$ cat src/tsvs_pkg.sv
// shared types and character constants of the tsv line field splitter
package tsvs_pkg;

  // character codes
  localparam logic [7:0] CH_LF  = 8'h0A;
  localparam logic [7:0] CH_CR  = 8'h0D;
  localparam logic [7:0] CH_TAB = 8'h09;
  localparam logic [7:0] CH_BSL = 8'h5C;
  localparam logic [7:0] CH_N   = 8'h6E;
  localparam logic [7:0] CH_R   = 8'h72;
  localparam logic [7:0] CH_T   = 8'h74;

  // delimiter after reset
  localparam logic [7:0] DELIM_RESET = CH_TAB;

  // result kind
  typedef enum logic [1:0] {
    KIND_DATA = 2'd0,
    KIND_SEP  = 2'd1,
    KIND_EOR  = 2'd2,
    KIND_ERR  = 2'd3
  } kind_e;

  // classified work for the back end
  // pair set: a backslash data result, then data_byte as data
  // pair clear: one result of kind with data_byte
  typedef struct packed {
    logic       pair;
    kind_e      kind;
    logic [7:0] data_byte;
  } op_t;

endpackage

$ cat src/tsvs_front.sv
// front end: accepts input items, tracks escape and skip state, classifies
module tsvs_front (
  input  logic             clk_i,
  input  logic             rst_ni,
  input  logic             in_valid_i,
  output logic             in_ready_o,
  input  logic [7:0]       in_byte_i,
  input  logic             in_eol_i,
  input  logic [7:0]       delimiter_i,
  input  logic             q_full_i,
  output logic             push_o,
  output tsvs_pkg::op_t    push_op_o
);

  logic escape_q, escape_d;
  logic skip_q, skip_d;
  logic accept;
  logic emit;

  assign in_ready_o = !q_full_i;
  assign accept     = in_valid_i && in_ready_o;

  always_comb begin
    escape_d            = escape_q;
    skip_d              = skip_q;
    emit                = 1'b0;
    push_op_o.pair      = 1'b0;
    push_op_o.kind      = tsvs_pkg::KIND_DATA;
    push_op_o.data_byte = in_byte_i;
    if (in_eol_i) begin
      // dangling backslash goes out as plain data
      if (escape_q && !skip_q) begin
        emit                = 1'b1;
        push_op_o.data_byte = tsvs_pkg::CH_BSL;
      end
      escape_d = 1'b0;
      skip_d   = 1'b0;
    end else if (skip_q) begin
      emit = 1'b0;
    end else if (escape_q) begin
      escape_d = 1'b0;
      emit     = 1'b1;
      case (in_byte_i)
        tsvs_pkg::CH_N:   push_op_o.data_byte = tsvs_pkg::CH_LF;
        tsvs_pkg::CH_R:   push_op_o.data_byte = tsvs_pkg::CH_CR;
        tsvs_pkg::CH_T:   push_op_o.data_byte = tsvs_pkg::CH_TAB;
        tsvs_pkg::CH_BSL: push_op_o.data_byte = tsvs_pkg::CH_BSL;
        tsvs_pkg::CH_TAB: begin
          push_op_o.kind      = tsvs_pkg::KIND_ERR;
          push_op_o.data_byte = 8'h00;
          skip_d              = 1'b1;
        end
        default: push_op_o.pair = 1'b1;
      endcase
    end else if (in_byte_i == delimiter_i) begin
      emit                = 1'b1;
      push_op_o.kind      = tsvs_pkg::KIND_SEP;
      push_op_o.data_byte = 8'h00;
    end else if (in_byte_i inside {tsvs_pkg::CH_LF, tsvs_pkg::CH_CR}) begin
      emit                = 1'b1;
      push_op_o.kind      = tsvs_pkg::KIND_EOR;
      push_op_o.data_byte = 8'h00;
      skip_d              = 1'b1;
    end else if (in_byte_i == tsvs_pkg::CH_BSL) begin
      escape_d = 1'b1;
    end else begin
      emit = 1'b1;
    end
  end

  assign push_o = accept && emit;

  always_ff @(posedge clk_i or negedge rst_ni) begin
    if (!rst_ni) begin
      escape_q <= 1'b0;
      skip_q   <= 1'b0;
    end else if (accept) begin
      escape_q <= escape_d;
      skip_q   <= skip_d;
    end
  end

endmodule

$ cat src/tsvs_queue.sv
// short fifo of classified items between front and back end
module tsvs_queue #(
  parameter int unsigned Depth = 4
) (
  input  logic          clk_i,
  input  logic          rst_ni,
  input  logic          push_i,
  input  tsvs_pkg::op_t push_op_i,
  output logic          full_o,
  output logic          valid_o,
  output tsvs_pkg::op_t head_o,
  input  logic          pop_i
);

  localparam int unsigned PtrW = (Depth > 1) ? $clog2(Depth) : 1;
  localparam int unsigned CntW = $clog2(Depth + 1);

  tsvs_pkg::op_t       mem_q [Depth];
  logic [PtrW-1:0]     wptr_q, wptr_d;
  logic [PtrW-1:0]     rptr_q, rptr_d;
  logic [CntW-1:0]     count_q, count_d;
  logic                do_push, do_pop;

  assign full_o  = (count_q == CntW'(Depth));
  assign valid_o = (count_q != '0);
  assign head_o  = mem_q[rptr_q];
  assign do_push = push_i && !full_o;
  assign do_pop  = pop_i && valid_o;

  always_comb begin
    wptr_d  = wptr_q;
    rptr_d  = rptr_q;
    count_d = count_q;
    if (do_push) begin
      wptr_d = (wptr_q == PtrW'(Depth - 1)) ? '0 : wptr_q + 1'b1;
    end
    if (do_pop) begin
      rptr_d = (rptr_q == PtrW'(Depth - 1)) ? '0 : rptr_q + 1'b1;
    end
    if (do_push && !do_pop) begin
      count_d = count_q + 1'b1;
    end else if (do_pop && !do_push) begin
      count_d = count_q - 1'b1;
    end
  end

  always_ff @(posedge clk_i or negedge rst_ni) begin
    if (!rst_ni) begin
      wptr_q  <= '0;
      rptr_q  <= '0;
      count_q <= '0;
    end else begin
      wptr_q  <= wptr_d;
      rptr_q  <= rptr_d;
      count_q <= count_d;
    end
  end

  always_ff @(posedge clk_i) begin
    if (do_push) begin
      mem_q[wptr_q] <= push_op_i;
    end
  end

endmodule

$ cat src/tsvs_back.sv
// back end: expands queued items into results behind an output register
module tsvs_back (
  input  logic                  clk_i,
  input  logic                  rst_ni,
  input  logic                  q_valid_i,
  input  tsvs_pkg::op_t         q_head_i,
  output logic                  q_pop_o,
  output logic                  out_valid_o,
  input  logic                  out_ready_i,
  output logic [7:0]            out_byte_o,
  output tsvs_pkg::kind_e       out_kind_o,
  output logic                  out_last_o
);

  logic            valid_q, valid_d;
  logic [7:0]      byte_q, byte_d;
  tsvs_pkg::kind_e kind_q, kind_d;
  logic            last_q, last_d;
  logic            half_q, half_d;
  logic            load;

  assign load = !valid_q || out_ready_i;

  always_comb begin
    valid_d = valid_q;
    byte_d  = byte_q;
    kind_d  = kind_q;
    last_d  = last_q;
    half_d  = half_q;
    q_pop_o = 1'b0;
    if (load) begin
      valid_d = q_valid_i;
      if (q_valid_i) begin
        if (q_head_i.pair && !half_q) begin
          // leading backslash of a passed-through escape
          byte_d = tsvs_pkg::CH_BSL;
          kind_d = tsvs_pkg::KIND_DATA;
          last_d = 1'b0;
          half_d = 1'b1;
        end else begin
          byte_d  = q_head_i.data_byte;
          kind_d  = q_head_i.kind;
          last_d  = 1'b1;
          half_d  = 1'b0;
          q_pop_o = 1'b1;
        end
      end
    end
  end

  always_ff @(posedge clk_i or negedge rst_ni) begin
    if (!rst_ni) begin
      valid_q <= 1'b0;
      half_q  <= 1'b0;
    end else begin
      valid_q <= valid_d;
      half_q  <= half_d;
    end
  end

  always_ff @(posedge clk_i) begin
    byte_q <= byte_d;
    kind_q <= kind_d;
    last_q <= last_d;
  end

  assign out_valid_o = valid_q;
  assign out_byte_o  = byte_q;
  assign out_kind_o  = kind_q;
  assign out_last_o  = last_q;

endmodule

$ cat src/tsv_line_field_splitter_unit.sv
// top level of the tsv line field splitter
// Splits a line of linear-tsv text into fields. Bytes enter one item per
// cycle on the slave stream (tdata = byte, tlast = end of line). Each item
// gives zero, one or two results on the master stream: tdata is the
// unescaped byte (zero unless the kind is data), tuser the kind (data,
// field separator, end of record, backslash-tab error) and tlast marks the
// final result of an input item. A front end classifies each item in the
// cycle it is accepted and holds the escape and skip flags; a small queue
// (QueueDepth entries) carries the classified items to a back end that
// expands them behind an output register. Input is taken every cycle while
// the queue has room; the back end issues one result per cycle while the
// output is ready, so an escape passed through unchanged (two results)
// holds it longer and the queue absorbs that. The delimiter register
// (reset value tab) is written through the cfg channel, which is always
// ready; write it only while the block is idle.
module tsv_line_field_splitter_unit #(
  parameter int unsigned QueueDepth = 4
) (
  input  logic       clk_i,
  input  logic       rst_ni,
  // input stream
  input  logic       s_axis_tvalid,
  output logic       s_axis_tready,
  input  logic [7:0] s_axis_tdata,   // [7:0] in_byte
  input  logic       s_axis_tlast,   // end_of_line
  // result stream
  output logic       m_axis_tvalid,
  input  logic       m_axis_tready,
  output logic [7:0] m_axis_tdata,   // [7:0] out_byte
  output logic [1:0] m_axis_tuser,   // [1:0] kind
  output logic       m_axis_tlast,   // last_of_run
  // delimiter write channel
  input  logic       cfg_valid_i,
  output logic       cfg_ready_o,
  input  logic [7:0] cfg_data_i
);

  logic [7:0]      delimiter_q;
  logic            q_full;
  logic            push;
  tsvs_pkg::op_t   push_op;
  logic            q_valid;
  tsvs_pkg::op_t   q_head;
  logic            q_pop;
  tsvs_pkg::kind_e out_kind;

  // delimiter register, always writable
  assign cfg_ready_o = 1'b1;

  always_ff @(posedge clk_i or negedge rst_ni) begin
    if (!rst_ni) begin
      delimiter_q <= tsvs_pkg::DELIM_RESET;
    end else if (cfg_valid_i && cfg_ready_o) begin
      delimiter_q <= cfg_data_i;
    end
  end

  // classify and track line state
  tsvs_front u_front (
    .clk_i       (clk_i),
    .rst_ni      (rst_ni),
    .in_valid_i  (s_axis_tvalid),
    .in_ready_o  (s_axis_tready),
    .in_byte_i   (s_axis_tdata),
    .in_eol_i    (s_axis_tlast),
    .delimiter_i (delimiter_q),
    .q_full_i    (q_full),
    .push_o      (push),
    .push_op_o   (push_op)
  );

  // decoupling queue
  tsvs_queue #(
    .Depth (QueueDepth)
  ) u_queue (
    .clk_i     (clk_i),
    .rst_ni    (rst_ni),
    .push_i    (push),
    .push_op_i (push_op),
    .full_o    (q_full),
    .valid_o   (q_valid),
    .head_o    (q_head),
    .pop_i     (q_pop)
  );

  // result expansion and output register
  tsvs_back u_back (
    .clk_i       (clk_i),
    .rst_ni      (rst_ni),
    .q_valid_i   (q_valid),
    .q_head_i    (q_head),
    .q_pop_o     (q_pop),
    .out_valid_o (m_axis_tvalid),
    .out_ready_i (m_axis_tready),
    .out_byte_o  (m_axis_tdata),
    .out_kind_o  (out_kind),
    .out_last_o  (m_axis_tlast)
  );

  assign m_axis_tuser = out_kind;

  // the queue only grows on an accepted input item
  a_push_on_accept: assert property (@(posedge clk_i) disable iff (!rst_ni)
    push |-> (s_axis_tvalid && s_axis_tready))
    else $error("queue push without input accept");

  // a result that is not the last of its run is always the escape backslash
  a_first_of_pair: assert property (@(posedge clk_i) disable iff (!rst_ni)
    (m_axis_tvalid && !m_axis_tlast) |->
      (m_axis_tuser == tsvs_pkg::KIND_DATA && m_axis_tdata == tsvs_pkg::CH_BSL))
    else $error("non-final result is not a backslash");

  // the second result of a pair follows right after the first is taken
  a_pair_follows: assert property (@(posedge clk_i) disable iff (!rst_ni)
    (m_axis_tvalid && m_axis_tready && !m_axis_tlast) |=> m_axis_tvalid)
    else $error("second result of pair missing");

  // separators, end of record and errors carry a zero byte
  a_zero_byte: assert property (@(posedge clk_i) disable iff (!rst_ni)
    (m_axis_tvalid && m_axis_tuser != tsvs_pkg::KIND_DATA) |-> (m_axis_tdata == 8'h00))
    else $error("non-data result with nonzero byte");

endmodule
$ cat config.mk
export PLATFORM = sky130hd
export DESIGN_NAME = tsv_line_field_splitter_unit
export DESIGN_NICKNAME = d
export VERILOG_FILES = /design/src/tsvs_pkg.sv /design/src/tsvs_front.sv /design/src/tsvs_queue.sv /design/src/tsvs_back.sv /design/src/tsv_line_field_splitter_unit.sv
export SDC_FILE = /design/constraint.sdc
export NUM_CORES = 1
export LEC_CHECK = 0
export ABC_CLOCK_PERIOD_IN_PS = 3100
export BUFFER_PORTS_ARGS = -buffer_cell sky130_fd_sc_hd__buf_2
export CAP_MARGIN = 30
export CORE_MARGIN = 10
export CORE_UTILIZATION = 50
export CTS_CLUSTER_DIAMETER = 40
export DETAILED_ROUTE_END_ITERATION = 16
export GPL_ROUTABILITY_DRIVEN = 0
export PLACE_DENSITY = 0.7
export SLEW_MARGIN = 0
export SYNTH_ARGS = -nofsm -noshare
export SYNTH_HDL_FRONTEND = slang
export SYNTH_SLANG_ARGS = --single-unit
$ cat constraint.sdc
create_clock -name clk_i -period 3.1 [get_ports clk_i]
set_input_delay 0.31 -clock clk_i [delete_from_list [all_inputs] [get_ports clk_i]]
set_output_delay 0.31 -clock clk_i [all_outputs]
set_load 0.005 [all_outputs]
==> summary.md <==
| Metric | Value |
|---|---|
| Total track usage | about an eighth |
| Clock transition at the registers of the reported paths | 0.08 ns |
| Initial antenna violation count | 0 |
| Final ANT Viol Nets | 0 |
| TritonCTS clock tree | built |
| Critical path type | reg -> reg |
| Cell taking the most area after synthesis | edfxtp_1 |
| Setup_tns | 0 ns |
| Fin nets | just under 300 |
| Via count | around 2000 |
| Synth Instances | 226 |
| Share of cells above drive strength 1 | approximately 36% |
| Vias in the first global route | approximately 2000 |
| CP Launch Type | register |
| Synth top area share | a little under half |
| # setup viols final | 0 |
| Fin crit period | around 2.6 ns |
| Pin count of the biggest net entering global routing | 20 |
| Clock Sinks | 74 |
| Detailed Routing Iterations Pass 1 | 4 |
| First-pass GRT wire length | slightly below 10000 um |
| Post-synth EDFFs | between 50 and 60 |
| CP max stage delay | 0.55 ns |
| IO Pins | 36 |
| Max Cap Violations | 0 |
| Worst R2R Path Depth | 10 |
| Final instance area | just under 4000 sq um |
| CTS max path bufs | 2 |
| Rel. slew slack | between 50 and 60% |
| Crit path from | delimiter_q[3] |
| Post-Place Worst Slack | about 0.43 ns |
| Number of synthesis warnings | 0 |
| Post-CTS setup buffer count | 0 |
| Critical Path Most Common Cell | xor2_1 |
| Main synth FF type | edfxtp_1 |
| Fin. max-slew vios | 0 |
| Gr ovfl total | 0 |
| CP endpoint kind | register |
| Final hold vios | 0 |
| Cell Pwr Density | 768 nW/um^2 |
| Die footprint | about 11000 sq um |
| Critical Path Fanout Max | 7 |
| Hold Crit Class | in -> reg |
| FP Rows | 30 |
| H-tree Lvls | 3 |
| Total length of routed wires | roughly 6100 um |
| Vias/cell | approximately 5.6 |
| Worst slew pin tran | between 0.6 and 0.7 ns |
| Initial drt markers | 46 |
| Die X | 103 um |
| Seq/Total Area, Yosys | a little over 60% |
| Yosys reg bits | 74 |
| Detailed Place HPWL | about 4400 um |
| Core area | 6760 sq um |
| Crit share post-route | slightly above 80% |
| DRC Markers | 0 |
| Worst Skew | 0.00560 ns |
| Most frequent cell after synthesis | edfxtp_1 |
| Critical path required time | ~3.4 ns |
| Area after DPL | 3720 sq um |
| FF-to-FF Start | delimiter_q[3] |
| Synth-to-layout area growth | 13.7% |
| Syn Nets | between 200 and 300 |
| Dominant cells by area after synthesis | edfxtp_1, dfrtp_1, mux4_2 |
| Peak supply drop | roughly 0.31 mV |
| Max frequency | roughly 0.39 GHz |
| Slowest CP cell | dfstp_2 |
| CTS Buf Count | 9 |
| Root Buffer | clkbuf_8 |
| Hold Path Origin | m_axis_tready |
| RSZ-0062 raised after global routing | false |
| Yosys cell types | just over 60 |
| Worst hold path stage count | 2 |
| Ant diodes | 0 |
| Routed WL per cell | 17.3 um |
| P_leak | about 1.5 nW |
| Synthesized area | around 3500 sq um |
| Worst-Skew Late Latency | about 0.34 ns |
| CP Data Arrival Time | 2.83 ns |
| Critical Path, Cell by Cell | xnor2_1, nand4_1, o21bai_1, o31a_4, ha_1, inv_1, fa_1, xor2_1, nor2_1, xor2_1 |
| Setup slack after layout | around 0.54 ns |
| Synth Area per Inst | between 15 and 20 sq um |
| Synth cell count leaders | edfxtp_1, dfrtp_1, mux2_2, mux4_2, xnor2_1 |
| Die H | a little over 100 um |
| Status | finished, final reports clean |
| Starting Density | between 50 and 60% |
| Final Power | about 3 mW |
| Asr flop ratio synth | 25.7% |
| Port Buffers | 34 |
==> layer usage <==
metal	up-vias	part of all wire (%)	routed length (um)	global-route usage [%]
met2	57	50	3020	20.2
met5	-	0	0	0
met1	960	42	2570	13.7
li1	940	-	-	-
met3	11	6.4	389	4.78
met4	0	1.6	96	5.13
==> power breakdown <==
part           switching (mW)  total, mW  leakage [nW]  internal (mW)
clock                   0.355      0.811         0.107          0.456
combinational           0.384      0.824         0.638          0.440
sequential             0.0867       1.40         0.736           1.31
total                   0.826       3.03          1.48           2.21
==> area by class of cell <==
cell class	instances	area [sq um]
clock inverter	6	90.1
fill	553	2810
tap	80	100
sequential	74	2130
clock buffer	10	128
inverter	9	33.8
multi-input combinational	134	1260
timing repair buffer	39	210
==> stage by stage <==
step | hold slack, ns | std cells | util (%)
2_1_floorplan | 0.0144 | 226 | -
3_3_place_gp | 0.277 | 335 | 55.1
6_report | 0.153 | 352 | 58.4
5_1_grt | 0.147 | 352 | 58.4
3_5_place_dp | 0.276 | 335 | 55.1
4_1_cts | 0.136 | 352 | 58.4
==> cells by family after synthesis <==
logic type | Yosys count | synth area share [%]
flops | 74 | 61.3
simple gates | 65 | 12.2
mux | 25 | 11.9
compound gates | 24 | 6.27
buf+inv | 18 | 2.52
xor+xnor | 12 | 3.03
fa+ha+maj | 7 | 2.74
other cells | 1 | 0.108
==> timing repair <==
| item | in CTS | in global routing |
|---|---|---|
| hold endpoints to repair | 17 | 0 |
| gates resized for setup | 0 | 0 |
| hold buffers | 1 | 0 |
==> registers in the layout (all words and copies together), names as in the netlist <==
| name | cells |
|---|---|
| u_front.skip_q | 1 |
| u_back.half_q | 1 |
| u_back.out_last_o | 1 |
| u_queue.count_q | 3 |
| u_back.out_byte_o | 8 |
| u_back.out_valid_o | 1 |
| u_back.out_kind_o | 2 |
| u_queue.wptr_q | 2 |
| u_front.escape_q | 1 |
| u_queue.rptr_q | 2 |
| delimiter_q | 8 |
| u_queue.mem_q | 44 |
==> path summary, 6_finish.rpt <==
path | slack, ns | to
worst max-delay path | 0.54 | u_queue.count_q[2]
max in group asynchronous | 2.34 | delimiter_q[3]
min in group asynchronous | 0.43 | u_back.half_q
worst max register to register | 0.54 | u_queue.count_q[2]
worst min-delay path | 0.15 | u_back.out_valid_o
worst min register to register | 0.48 | u_back.half_q
==> cell usage in the layout (no fill, tap or decap), types with 3 or more instances in the layout <==
cell type	n
nand3_1	4
clkbuf_8	9
ha_1	6
nand2b_1	3
edfxtp_1	55
and3_1	3
a21oi_1	3
and2_1	4
inv_1	8
nand2_1	7
mux2_2	11
nor2b_1	9
nor3_1	4
nor2_1	6
buf_4	4
buf_2	34
or2_2	5
o21ai_0	3
xnor2_1	10
dfrtp_1	17
mux4_2	11
==> worst max-delay path, delay by kind of cell (launching register included) <==
kind	cells	cell delay, ns
AOI/OAI and AO/OA	2	0.65
adders and majority gates	2	0.56
DFF	1	0.55
xor gates and xnor gates	3	0.42
and+or+nand+nor	2	0.25
buffers and inverters	1	0.06
(Power assumes the default switching activity.)
